===== config.mk =====
export PLATFORM = sky130hd
export DESIGN_NAME = bba_ctrl
export DESIGN_NICKNAME = d
export VERILOG_FILES = /design/src/sv/bba_pkg.sv /design/src/sv/bba_ctrl.sv
export SDC_FILE = /design/constraint.sdc
export NUM_CORES = 1
export LEC_CHECK = 0
export ABC_AREA = 1
export BUFFER_PORTS_ARGS = -buffer_cell sky130_fd_sc_hd__buf_2
export CAP_MARGIN = 10
export CORE_UTILIZATION = 50
export CTS_CLUSTER_SIZE = 20
export DETAILED_ROUTE_END_ITERATION = 8
export PLACE_DENSITY_LB_ADDON = 0.15
export REMOVE_ABC_BUFFERS = 1
export SETUP_SLACK_MARGIN = 0.1
export SLEW_MARGIN = 20
export SYNTH_ARGS = -nofsm -noshare
export SYNTH_HDL_FRONTEND = slang
export SYNTH_SLANG_ARGS = --single-unit

===== constraint.sdc =====
create_clock -name clk -period 3.55 [get_ports clk]
set_input_delay 0.1775 -clock clk [delete_from_list [all_inputs] [get_ports clk]]
set_output_delay 0.1775 -clock clk [all_outputs]
set_load 0.02 [all_outputs]

===== src/sv/bba_pkg.sv =====
// Shared definitions of the buddy block allocator: default sizes, port widths,
// result codes, datapath micro-operation codes and the controller/datapath structs.
// No dependencies.
package bba_pkg;

	// Default geometry
	localparam int PAGES_DEF        = 16;
	localparam int LEVEL_COUNT_DEF  = 8;
	localparam int MIN_SHIFT_DEF    = 5;
	localparam int HEADER_BYTES_DEF = 24;

	// Fixed field widths
	localparam int REQ_W       = 12;
	localparam int ADDR_W      = 16;
	localparam int LIMIT_W     = 5;
	localparam int STATUS_W    = 2;
	localparam int LEVEL_OUT_W = 3;

	localparam logic [LIMIT_W-1:0] LIMIT_RESET = 5'd16;

	// Result status codes
	localparam logic [STATUS_W-1:0] ST_OK        = 2'd0;
	localparam logic [STATUS_W-1:0] ST_IGNORED   = 2'd1;
	localparam logic [STATUS_W-1:0] ST_EXHAUSTED = 2'd2;
	localparam logic [STATUS_W-1:0] ST_TOO_LARGE = 2'd3;

	typedef logic [4:0] op_t;

	// Datapath micro-operations
	localparam op_t OP_NOP    = 5'd0;
	localparam op_t OP_CLEAR  = 5'd1;
	localparam op_t OP_LOAD   = 5'd2;
	localparam op_t OP_FIND   = 5'd3;
	localparam op_t OP_MAP    = 5'd4;
	localparam op_t OP_PUSHA  = 5'd5;
	localparam op_t OP_PUSHB  = 5'd6;
	localparam op_t OP_POPA   = 5'd7;
	localparam op_t OP_POPB   = 5'd8;
	localparam op_t OP_DECL   = 5'd9;
	localparam op_t OP_HI     = 5'd10;
	localparam op_t OP_TAKE   = 5'd11;
	localparam op_t OP_RDH    = 5'd12;
	localparam op_t OP_CHKH   = 5'd13;
	localparam op_t OP_RDB    = 5'd14;
	localparam op_t OP_UNLRD  = 5'd15;
	localparam op_t OP_SETLVL = 5'd16;
	localparam op_t OP_UNLW   = 5'd17;
	localparam op_t OP_TOPF   = 5'd18;
	localparam op_t OP_OUT    = 5'd19;

	typedef struct packed {
		op_t op;
	} cmd_t;

	typedef struct packed {
		logic clr_last;
		logic pre_bad;
		logic is_free;
		logic found;
		logic page_ok;
		logic head_nil;
		logic split_need;
		logic hdr_taken;
		logic l_top;
		logic bud_match;
		logic out_free;
	} dp_stat_t;

endpackage


===== src/sv/bba_ctrl.sv =====
// Controller state machine of the buddy allocator: sequences the datapath
// micro-operations for the clear sweep, allocate and free.
// Depends on bba_pkg.
module bba_ctrl import bba_pkg::*; (
	input  logic     clk,
	input  logic     arst_n,
	input  logic     in_valid,
	output logic     in_stall,
	input  dp_stat_t stat,
	output cmd_t     cmd
);

	localparam logic [4:0] S_CLEAR = 5'd0;
	localparam logic [4:0] S_IDLE  = 5'd1;
	localparam logic [4:0] S_DEC   = 5'd2;
	localparam logic [4:0] S_FIND  = 5'd3;
	localparam logic [4:0] S_MAP   = 5'd4;
	localparam logic [4:0] S_PA    = 5'd5;
	localparam logic [4:0] S_PB    = 5'd6;
	localparam logic [4:0] S_CHK   = 5'd7;
	localparam logic [4:0] S_POPA  = 5'd8;
	localparam logic [4:0] S_POPB  = 5'd9;
	localparam logic [4:0] S_DECL  = 5'd10;
	localparam logic [4:0] S_HI    = 5'd11;
	localparam logic [4:0] S_TAKE  = 5'd12;
	localparam logic [4:0] S_RDH   = 5'd13;
	localparam logic [4:0] S_CHKH  = 5'd14;
	localparam logic [4:0] S_LOOP  = 5'd15;
	localparam logic [4:0] S_RDB   = 5'd16;
	localparam logic [4:0] S_CHKB  = 5'd17;
	localparam logic [4:0] S_UNL   = 5'd18;
	localparam logic [4:0] S_TOPF  = 5'd19;
	localparam logic [4:0] S_DONE  = 5'd20;

	// where a push returns to
	localparam logic [1:0] RET_CHK  = 2'd0;
	localparam logic [1:0] RET_HI   = 2'd1;
	localparam logic [1:0] RET_DONE = 2'd2;

	logic [4:0] state_q, state_d, ret_state;
	logic [1:0] ret_q, ret_d;
	logic       fin_q, fin_d;

	always_comb begin
		unique case (ret_q)
			RET_CHK:  ret_state = S_CHK;
			RET_HI:   ret_state = S_HI;
			default:  ret_state = S_DONE;
		endcase
	end

	// Next state and command
	always_comb begin
		state_d = state_q;
		ret_d   = ret_q;
		fin_d   = fin_q;
		cmd.op  = OP_NOP;
		unique case (state_q)
			S_CLEAR: begin
				cmd.op = OP_CLEAR;
				if (stat.clr_last) begin
					state_d = S_IDLE;
				end
			end
			S_IDLE: begin
				if (in_valid) begin
					cmd.op  = OP_LOAD;
					state_d = S_DEC;
				end
			end
			S_DEC: begin
				priority if (stat.pre_bad) begin
					state_d = S_DONE;
				end else if (stat.is_free) begin
					state_d = S_RDH;
				end else begin
					state_d = S_FIND;
				end
			end
			S_FIND: begin
				cmd.op = OP_FIND;
				priority if (stat.found) begin
					state_d = S_CHK;
				end else if (stat.page_ok) begin
					state_d = S_MAP;
				end else begin
					state_d = S_DONE;
				end
			end
			S_MAP: begin
				cmd.op  = OP_MAP;
				ret_d   = RET_CHK;
				state_d = S_PA;
			end
			S_PA: begin
				cmd.op  = OP_PUSHA;
				state_d = stat.head_nil ? ret_state : S_PB;
			end
			S_PB: begin
				cmd.op  = OP_PUSHB;
				state_d = ret_state;
			end
			S_CHK: begin
				fin_d   = !stat.split_need;
				state_d = S_POPA;
			end
			S_POPA: begin
				cmd.op  = OP_POPA;
				state_d = S_POPB;
			end
			S_POPB: begin
				cmd.op  = OP_POPB;
				state_d = fin_q ? S_TAKE : S_DECL;
			end
			S_DECL: begin
				cmd.op  = OP_DECL;
				ret_d   = RET_HI;
				state_d = S_PA;
			end
			S_HI: begin
				cmd.op  = OP_HI;
				ret_d   = RET_CHK;
				state_d = S_PA;
			end
			S_TAKE: begin
				cmd.op  = OP_TAKE;
				state_d = S_DONE;
			end
			S_RDH: begin
				cmd.op  = OP_RDH;
				state_d = S_CHKH;
			end
			S_CHKH: begin
				cmd.op  = OP_CHKH;
				state_d = stat.hdr_taken ? S_LOOP : S_DONE;
			end
			S_LOOP: begin
				state_d = stat.l_top ? S_TOPF : S_RDB;
			end
			S_RDB: begin
				cmd.op  = OP_RDB;
				state_d = S_CHKB;
			end
			S_CHKB: begin
				if (stat.bud_match) begin
					cmd.op  = OP_UNLRD;
					state_d = S_UNL;
				end else begin
					cmd.op  = OP_SETLVL;
					ret_d   = RET_DONE;
					state_d = S_PA;
				end
			end
			S_UNL: begin
				cmd.op  = OP_UNLW;
				state_d = S_LOOP;
			end
			S_TOPF: begin
				cmd.op  = OP_TOPF;
				state_d = S_DONE;
			end
			S_DONE: begin
				if (stat.out_free) begin
					cmd.op  = OP_OUT;
					state_d = S_IDLE;
				end
			end
			default: begin
				state_d = S_IDLE;
			end
		endcase
	end

	always_ff @(posedge clk or negedge arst_n) begin
		if (!arst_n) begin
			state_q <= S_CLEAR;
			ret_q   <= RET_DONE;
			fin_q   <= 1'b0;
		end else begin
			state_q <= state_d;
			ret_q   <= ret_d;
			fin_q   <= fin_d;
		end
	end

	assign in_stall = (state_q != S_IDLE);

endmodule

==> flow_summary_export.csv, run 1 <==
group,metric,value,unit
worst_hold_path,min_delay_worst_type,"primary input to register",
grt,track_usage,32.2,%
drt,post_drt_via_cell_ratio,5.77,
worst_setup_path,crit_path_top_delay_cell,"sky130_fd_sc_hd__dfrtp_1",
layout,num-fill-cells,191,
worst_hold_path,holdCritStartpoint,"stat[4]",
timing,holdWs,120,ps
clock_tree,cts_root_buffer,"sky130_fd_sc_hd__clkbuf_4",
timing,final.period_utilization,59.0,%
synthesis,ys_seq_area_share,21.2,%
drt,wl_met2,1.28,mm
clock_tree,clk_path_buf_depth,2,
worst_setup_path,worst_setup_path_startpoint,"state_q[3]",
drt,firstDrtPassIters,5,
grt,grt_pass1_wl,4.69,mm
layout,n_antenna_cell,0,
drt,highest_layer,"met4",
worst_setup_path,critPathLaunchType,"register",
worst_setup_path,crit_reg_reg_startpoint,"state_q[3]",
clock_tree,clkSlewWorstSetupHoldPaths,60,ps
drt,ant_nets,0,
grt,grt_pass1_vias,1067,
run_status,outcome,"completed",
run,count_of_max_cap_constraint_violations,0,
worst_setup_path,timing.critical_path.max_delay_family,"simple AND/OR/NAND/NOR gates",
die,die_y,45.6,um
synthesis,postSynthRegisterBits,8,
synthesis,synth_cells,166,
die,placement_rows,15,
worst_setup_path,worst_ep_required,3370,ps
pwr,static-leakage-power,0.626,nW
timing,timing.clock.skew,6.20,ps
timing,finalSetupViolations,0,
synthesis,avgSynthCellArea,5.74,um2
drt,met3RoutedLength,383,um
drt,drcViolationCount,0,
clock_tree,postCtsResizedCells,0,
worst_setup_path,crit_arrival,1920,ps
layout,seq_area,201,um2
timing,timing_worst_slew_pin_value,466,ps
worst_setup_path,crit_path_cell_trace,"nor2_4 > nand2_2 > inv_2 > nand2_1 > nor2_2 > nor2_1 > o2111ai_1 > buf_2",
worst_setup_path,crit_path_max_incr_delay,490,ps
timing,grt_setup_unrepaired,"no",
grt,globalRouteOverflowTotal,0,
clock_tree,cts_tree,"yes",
layout,final_cell_mix,"sky130_fd_sc_hd__nand2_1 (46), sky130_fd_sc_hd__nor2_1 (27), sky130_fd_sc_hd__inv_1 (19), sky130_fd_sc_hd__nand3_1 (19), sky130_fd_sc_hd__buf_2 (19)",
layout,num-nets-final,203,
drt,routed-via-count,1230,
layout,multi_input_comb_area,647,um2
clock_tree,cts_buffers,3,
timing,finalWorstPathRequiredPeriod,2090,ps
worst_setup_path,worstPathMaxFanout,9,
drt,drt-total-wl,2.90,mm
placed_design,hpwlAfterDp,2.38,mm
clock_tree,clock_sinks,8,
die,chipWidth,45.6,um
die,fp.coreArea,0.00176,mm2
layout,area_growth_syn_to_layout,14.8,%
timing,final_max_slew_viol_count,0,
die,design.die.area,0.00208,mm2
grt,largest_net_degree_at_the_start_of_global_routing,12,
synthesis,post_synth_instance_area,952,um2
timing,finalHoldViolCount,0,
worst_setup_path,timing.critical_path.buf_inv,2,
layout,final_core_utilization,62.0,%
layout,final_layout_size_suffix_gt1_share,19.1,%
timing,maxSlewHeadroom,68.8,%
placed_design,gpl.final_weighted_congestion,1.05,
clock_tree,cts_post_setup_buffers_inserted,0,
pwr,vdd_drop_max,605,uV
grt,grt_antenna_before_repair,0,
pwr,cellPowerDensity,851,mW/mm2
die,boundaryPins,20,
synthesis,synth_warnings,0,
timing,fmaxAchievable,0.478,GHz
die,start_util,54.0,%
layout,most_common_cell_after_layout_fill_and_taps_aside,"sky130_fd_sc_hd__nand2_1",
clock_tree,clock_tree.htree_level_count,1,
drt,drtIter0Drc,68,
drt,wire_per_inst,13.6,um
drt,route.layer.met1.wl,1.11,mm
clock_tree,clock_insertion_delay_worst_skew,250,ps
synthesis,netlist_cell_types,24,
worst_setup_path,critical_path_class,"register to output port",
worst_setup_path,worstSetupEndpointType,"output port",
placed_design,io_buffer_count,19,
timing,setup-tns-final,0,ps
state kept, by name, indices dropped and copies added, names as in the netlist:
signal	cells
state_q	5
fin_q	1
ret_q	2
worst paths after layout:
path,endpoint,slack [ps],cells after the start
worst max-delay path,cmd[0],1460,8
worst min-delay path,fin_q,120,2
worst max register to register,ret_q[1],1860,7
worst min register to register,fin_q,550,2
max in group asynchronous,ret_q[1],3010,2
min in group asynchronous,state_q[3],300,2
layout make-up:
| class | count | share of cell area [%] |
|---|---|---|
| clock buffer | 4 | 2.40 |
| inverter | 22 | 7.55 |
| multi-input combinational | 134 | 59.2 |
| sequential | 8 | 18.4 |
| tap | 25 | 2.86 |
| timing repair buffer | 20 | 9.61 |
routing by layer:
metal  vias up  global-route usage (%)
met5         -                       0
met4         0                    13.3
met3        14                    8.33
met2       101                    49.7
met1       516                    42.3
li1        599                       -
cells in the mapped netlist:
master / number / area [um2]
sky130_fd_sc_hd__inv_2: 3 / 11.3
sky130_fd_sc_hd__o2111ai_1: 1 / 8.76
sky130_fd_sc_hd__nand4_1: 8 / 50.1
sky130_fd_sc_hd__clkbuf_8: 1 / 13.8
sky130_fd_sc_hd__o211ai_1: 1 / 7.51
sky130_fd_sc_hd__a31oi_1: 3 / 18.8
sky130_fd_sc_hd__nor2_2: 3 / 18.8
sky130_fd_sc_hd__o21ai_0: 9 / 45.0
sky130_fd_sc_hd__buf_4: 1 / 7.51
sky130_fd_sc_hd__a211oi_1: 2 / 15.0
sky130_fd_sc_hd__a22oi_1: 1 / 7.51
sky130_fd_sc_hd__nand3_1: 19 / 95.1
sky130_fd_sc_hd__a21oi_1: 2 / 10.0
sky130_fd_sc_hd__o21ai_1: 2 / 10.0
sky130_fd_sc_hd__nand3_2: 1 / 10.0
sky130_fd_sc_hd__a41oi_1: 1 / 8.76
sky130_fd_sc_hd__dfstp_2: 1 / 26.3
sky130_fd_sc_hd__nand2_1: 46 / 173
sky130_fd_sc_hd__nor2_1: 27 / 101
sky130_fd_sc_hd__nor3_1: 2 / 10.0
sky130_fd_sc_hd__nand2_2: 2 / 12.5
sky130_fd_sc_hd__nor2_4: 4 / 45.0
sky130_fd_sc_hd__dfrtp_1: 7 / 175
sky130_fd_sc_hd__inv_1: 19 / 71.3
cells by family after synthesis:
| family | count (synthesis) | share of synthesized area [%] |
|---|---|---|
| AND/OR/NAND/NOR | 112 | 54.1 |
| buffers and inverters | 24 | 10.9 |
| AO/OA/AOI/OAI | 22 | 13.8 |
| flip-flops | 8 | 21.2 |
timing repair:
item | in CTS | in global routing
endpoints found under the setup margin | 0 | 0
endpoints found under the hold margin | 8 | 0
hold buffers | 1 | 0
per-stage QoR:
| step | instances | worst slack, ps | power (mW) | area (um2) |
|---|---|---|---|---|
| 2_1_floorplan | 164 | 1990 | 0.660 | 931 |
| 3_3_place_gp | 208 | 1710 | 0.842 | 1060 |
| 3_5_place_dp | 208 | 1760 | 0.836 | 1060 |
| 4_1_cts | 213 | 1480 | 0.913 | 1090 |
| 5_1_grt | 213 | 1290 | 1.02 | 1090 |
| 6_report | 213 | 1460 | 0.931 | 1090 |
report_power, final:
part	switching, mW	total, mW	internal (mW)
registers	0.0653	0.203	0.138
clock network	0.0294	0.0723	0.0429
logic	0.448	0.655	0.207
worst register-to-register path: stages, from the launching register on:
cell,delay [ps]
sky130_fd_sc_hd__dfrtp_1,490
sky130_fd_sc_hd__nor2_4,300
sky130_fd_sc_hd__nand2_2,90
sky130_fd_sc_hd__inv_2,80
sky130_fd_sc_hd__nand2_1,110
sky130_fd_sc_hd__nor2_2,200
sky130_fd_sc_hd__a41oi_1,70
sky130_fd_sc_hd__o21ai_0,240
No activity file was read; power rests on OpenSTA's default activity.
==> run 2: changes to the inputs <==
--- a/config.mk
+++ b/config.mk
@@ -8,7 +8,7 @@
 export ABC_AREA = 1
 export BUFFER_PORTS_ARGS = -buffer_cell sky130_fd_sc_hd__buf_2
 export CAP_MARGIN = 10
-export CORE_UTILIZATION = 50
+export CORE_UTILIZATION = 48
 export CTS_CLUSTER_SIZE = 20
 export DETAILED_ROUTE_END_ITERATION = 8
 export PLACE_DENSITY_LB_ADDON = 0.15
==> constraint.sdc (replaced) <==
create_clock -name clk -period 1.9 [get_ports clk]
set_input_delay 0.095 -clock clk [delete_from_list [all_inputs] [get_ports clk]]
set_output_delay 0.095 -clock clk [all_outputs]
set_load 0.02 [all_outputs]
==> flow_summary_export.csv, run 2 (synthesized netlist as in run 1, its figures left out) <==
group,metric,value,unit
drt,wire_per_inst,14.6,um
layout,area_growth_syn_to_layout,32.2,%
placed_design,cell_count_after_placement,208,
timing,grt_setup_unrepaired,"yes",
clock_tree,cts_buffers,3,
drt,routed-via-count,1288,
drt,drcViolationCount,0,
worst_setup_path,worst_ep_required,1800,ps
timing,timing.clock.skew,11.2,ps
timing,final.period_utilization,94.2,%
clock_tree,clkSlewWorstSetupHoldPaths,40,ps
timing,finalSetupViolations,0,
worst_setup_path,crit_arrival,1700,ps
grt,grt_pass1_vias,1081,
grt,track_usage,32.7,%
worst_setup_path,crit_path_max_incr_delay,440,ps
grt,grt_pass1_wl,4.91,mm
grt,globalRouteOverflowTotal,0,
worst_setup_path,crit_path_cell_trace,"inv_2 > nand2_1 > nor2_1 > inv_2 > o21ai_2 > nor3_1 > nand3_1 > buf_4",
placed_design,postPlaceCellArea,0.00106,mm2
placed_design,io_buffer_count,19,
placed_design,pre_cts_ws,156,ps
layout,seq_area,206,um2
layout,multi_input_comb_area,692,um2
pwr,static-leakage-power,0.694,nW
timing,timing_worst_slew_pin_value,324,ps
clock_tree,clk_path_buf_depth,2,
layout,num-nets-final,216,
timing,setup_slack,110,ps
placed_design,hpwlAfterDp,2.42,mm
worst_setup_path,r2r_slack,300,ps
layout,n_antenna_cell,0,
worst_setup_path,critical_path_class,"register to output port",
layout,layoutNonFillerInstCount,226,
pwr,cellPowerDensity,1660,mW/mm2
layout,final_core_utilization,69.9,%
layout,largest_registers,"state_q x5, ret_q x2, fin_q x1",
pwr,p_total,2.08,mW
worst_setup_path,timing.critical_path.max_delay_family,"simple AND/OR/NAND/NOR gates",
pwr,vdd_drop_max,1410,uV
timing,finalHoldViolCount,0,
drt,firstDrtPassIters,4,
drt,post_drt_via_cell_ratio,5.70,
die,fp.coreArea,0.00180,mm2
clock_tree,clock_insertion_delay_worst_skew,250,ps
die,placement_rows,15,
grt,largest_net_degree_at_the_start_of_global_routing,12,
run_status,outcome,"completed",
layout,final_layout_size_suffix_gt1_share,33.3,%
drt,drtIter0Drc,134,
layout,register_name_with_the_most_flops,"state_q",
timing,finalWorstPathRequiredPeriod,1790,ps
timing,fmaxAchievable,0.559,GHz
clock_tree,clock_tree.htree_level_count,1,
die,design.die.area,0.00217,mm2
layout,stdcell_area,0.00126,mm2
run,count_of_max_cap_constraint_violations,0,
layout,most_common_cell_after_layout_fill_and_taps_aside,"sky130_fd_sc_hd__nand2_1",
clock_tree,clock_sinks,8,
die,start_util,52.8,%
clock_tree,cts_tree,"yes",
die,chipWidth,46.5,um
layout,flip_flop_count_of_the_largest_register_after_layout,5,
worst_hold_path,min_delay_worst_type,"primary input to register",
timing,holdWs,51.2,ps
worst_setup_path,worstSetupEndpointType,"output port",
timing,maxSlewHeadroom,78.4,%
grt,grt_antenna_before_repair,0,
die,die_y,46.5,um
worst_setup_path,timing.critical_path.buf_inv,3,
worst_setup_path,worstPathMaxFanout,5,
layout,final_cell_mix,"sky130_fd_sc_hd__nand2_1 (43), sky130_fd_sc_hd__nor2_1 (21), sky130_fd_sc_hd__nand3_1 (19)",
drt,drt-total-wl,3.29,mm
timing,setup-tns-final,0,ps
placed_design,gpl.final_weighted_congestion,1.00,
clock_tree,cts_root_buffer,"sky130_fd_sc_hd__clkbuf_4",
die,boundaryPins,20,
worst_setup_path,crit_path_top_delay_cell,"sky130_fd_sc_hd__dfrtp_1",
layout,num-fill-cells,168,
worst_setup_path,critPathLaunchType,"register",
timing,final_max_slew_viol_count,0,
worst_setup_path,cpMostUsedCell,"sky130_fd_sc_hd__inv_2",
drt,ant_nets,0,
[run 2: cell count changes in the layout (fill, tap and decap cells not counted), sizes merged]
cell	delta
buf	+13
[run 2: cell type report]
class | count | share of cell area (%)
inverter | 22 | 6.56
multi-input combinational | 134 | 55.0
timing repair buffer | 33 | 17.5
clock buffer | 4 | 2.09
tap | 25 | 2.49
sequential | 8 | 16.4
[run 2: routing by layer]
layer / vias up / share of wire [%] / GRT usage [%]
li1: 627 / - / -
met1: 550 / 39 / 45.8
met2: 93 / 46 / 52.2
met3: 18 / 12 / 5.10
met4: 0 / 2.6 / 7.65
met5: - / 0 / 0
[run 2: where the power goes]
group          switching (mW)  internal (mW)
logic                   0.957          0.606
registers               0.125          0.265
clock network          0.0521         0.0799
total                    1.13          0.951
[run 2: worst paths after layout]
path,from,end,cells past startpoint
setup / recovery,state_q[0],cmd[1],8
hold / removal,stat[4],fin_q,2
setup reg to reg,state_q[2],state_q[0],11
hold reg to reg,fin_q,fin_q,2
max in group asynchronous,arst_n,ret_q[1],2
min in group asynchronous,arst_n,state_q[3],2
[run 2: repair_timing]
action,CTS,global route
gates resized for setup,11,13
endpoints found under the hold margin,8,0
pin swaps,1,3
setup buffers,3,10
hold buffers,1,0
endpoints found under the setup margin,4,5
==> run 3: changes to the inputs <==
--- a/config.mk
+++ b/config.mk
@@ -8,10 +8,10 @@
 export ABC_AREA = 1
 export BUFFER_PORTS_ARGS = -buffer_cell sky130_fd_sc_hd__buf_2
 export CAP_MARGIN = 10
-export CORE_UTILIZATION = 48
+export CORE_UTILIZATION = 50
 export CTS_CLUSTER_SIZE = 20
 export DETAILED_ROUTE_END_ITERATION = 8
-export PLACE_DENSITY_LB_ADDON = 0.15
+export PLACE_DENSITY = 0.7
 export REMOVE_ABC_BUFFERS = 1
 export SETUP_SLACK_MARGIN = 0.1
 export SLEW_MARGIN = 20
==> constraint.sdc (replaced) <==
create_clock -name clk -period 2.21 [get_ports clk]
set_input_delay 0.1105 -clock clk [delete_from_list [all_inputs] [get_ports clk]]
set_output_delay 0.1105 -clock clk [all_outputs]
set_load 0.02 [all_outputs]
==> flow_summary_export.csv, run 3 (synthesized netlist as in run 1, its figures left out) <==
group,metric,value,unit
worst_hold_path,min_delay_worst_type,"primary input to register",
layout,final_layout_size_suffix_gt1_share,21.2,%
worst_setup_path,crit_path_cell_trace,"inv_1 > nand3_1 > nor2_1 > inv_1 > nand2_1 > nor3_1 > nand3_1 > buf_2",
timing,grt_setup_unrepaired,"no",
pwr,cellPowerDensity,1400,mW/mm2
worst_setup_path,crit_arrival,1810,ps
drt,firstDrtPassIters,4,
grt,grt_antenna_before_repair,0,
clock_tree,cts_tree,"yes",
grt,largest_net_degree_at_the_start_of_global_routing,12,
worst_setup_path,crit_reg_reg_startpoint,"state_q[4]",
layout,num-nets-final,204,
drt,drt-total-wl,3.03,mm
clock_tree,cts_buffers,3,
die,chipWidth,45.6,um
clock_tree,clock_insertion_delay_worst_skew,250,ps
drt,drtIter0Drc,76,
layout,n_antenna_cell,0,
grt,grt_pass1_vias,1106,
drt,post_drt_via_cell_ratio,5.90,
timing,final.period_utilization,86.8,%
timing,holdWs,49.9,ps
drt,drcViolationCount,0,
worst_setup_path,worst_setup_path_startpoint,"state_q[4]",
placed_design,hpwlAfterDp,2.45,mm
drt,wire_per_inst,14.1,um
pwr,p_total,1.56,mW
layout,final_cell_mix,"sky130_fd_sc_hd__nand2_1 (46), sky130_fd_sc_hd__nor2_1 (25), sky130_fd_sc_hd__inv_1 (19), sky130_fd_sc_hd__nand3_1 (19), sky130_fd_sc_hd__buf_2 (19)",
drt,routed-via-count,1262,
timing,final_max_slew_viol_count,0,
timing,finalSetupViolations,0,
worst_setup_path,worstSetupEndpointType,"output port",
die,design.die.area,0.00208,mm2
die,die_y,45.6,um
layout,largest_registers,"state_q x5, ret_q x2, fin_q x1",
timing,maxSlewHeadroom,76.0,%
layout,most_common_cell_after_layout_fill_and_taps_aside,"sky130_fd_sc_hd__nand2_1",
timing,finalWorstPathRequiredPeriod,1920,ps
layout,stdcell_area,0.00112,mm2
clock_tree,clk_path_buf_depth,2,
pwr,vdd_drop_max,836,uV
grt,grt_pass1_wl,4.86,mm
worst_setup_path,timing.critical_path.max_delay_family,"simple AND/OR/NAND/NOR gates",
clock_tree,cts_root_buffer,"sky130_fd_sc_hd__clkbuf_4",
timing,timing.clock.skew,0.367,ps
layout,register_name_with_the_most_flops,"state_q",
die,start_util,54.0,%
worst_setup_path,timing.critical_path.buf_inv,3,
layout,final_core_utilization,63.5,%
drt,ant_nets,0,
run,count_of_max_cap_constraint_violations,0,
placed_design,postPlaceCellArea,0.00106,mm2
worst_setup_path,r2r_worst_path_depth,11,
worst_hold_path,worst_hold_path.num_cells,2,
die,placement_rows,15,
placed_design,pre_cts_ws,458,ps
timing,timing_worst_slew_pin_value,359,ps
worst_hold_path,holdCritStartpoint,"stat[4]",
layout,flip_flop_count_of_the_largest_register_after_layout,5,
layout,layoutNonFillerInstCount,214,
timing,finalHoldViolCount,0,
placed_design,cell_count_after_placement,208,
clock_tree,clock_sinks,8,
die,boundaryPins,20,
placed_design,io_buffer_count,19,
layout,area_growth_syn_to_layout,17.6,%
timing,setup-tns-final,0,ps
clock_tree,clock_tree.htree_level_count,1,
grt,track_usage,33.0,%
timing,fmaxAchievable,0.521,GHz
worst_setup_path,crit_path_max_incr_delay,500,ps
worst_setup_path,critPathLaunchType,"register",
worst_setup_path,worstPathMaxFanout,11,
clock_tree,clkSlewWorstSetupHoldPaths,50,ps
worst_setup_path,critical_path_class,"register to output port",
pwr,static-leakage-power,0.633,nW
run_status,outcome,"completed",
worst_setup_path,worst_ep_required,2100,ps
worst_setup_path,r2r_slack,570,ps
placed_design,gpl.final_weighted_congestion,1.03,
worst_setup_path,crit_path_top_delay_cell,"sky130_fd_sc_hd__dfrtp_2",
timing,setup_slack,291,ps
grt,globalRouteOverflowTotal,0,
die,fp.coreArea,0.00176,mm2
worst_setup_path,cp_num_cells,8,
[run 3: cell count changes in the layout (fill, tap and decap cells not counted), sizes merged]
cell  delta
buf     -12
[run 3: final timing paths]
kind	to
max in group asynchronous	ret_q[1]
max reg2reg	state_q[0]
min in group asynchronous	fin_q
max	cmd[1]
min reg2reg	fin_q
min	fin_q
[run 3: metal layers]
metal / up-vias / GRT usage, % / wire (um)
li1: 595 / - / -
met1: 547 / 44.5 / 1160
met2: 102 / 50.0 / 1390
met3: 18 / 5.16 / 342
met4: 0 / 18.2 / 134
met5: - / 0 / 0
[run 3: what timing repair did]
| action | in CTS | in global routing |
|---|---|---|
| resized for setup | 0 | 3 |
| endpoints found under the hold margin | 8 | 0 |
| setup endpoints to repair | 0 | 3 |
| hold buffers | 1 | 0 |
| setup buffers | 0 | 1 |
[run 3: power breakdown]
part,internal [mW],switching (mW),leakage [nW]
sequential,0.223,0.111,0.0977
combinational,0.377,0.731,0.520
clock,0.0692,0.0513,0.0150
[run 3: layout make-up]
type	instances	area, um2
multi-input cells	134	652
fillers	193	644
flip-flops and latches	8	203
repair buffers	21	125
inverters	22	82.6
well taps	25	31.3
clock buffers	4	26.3
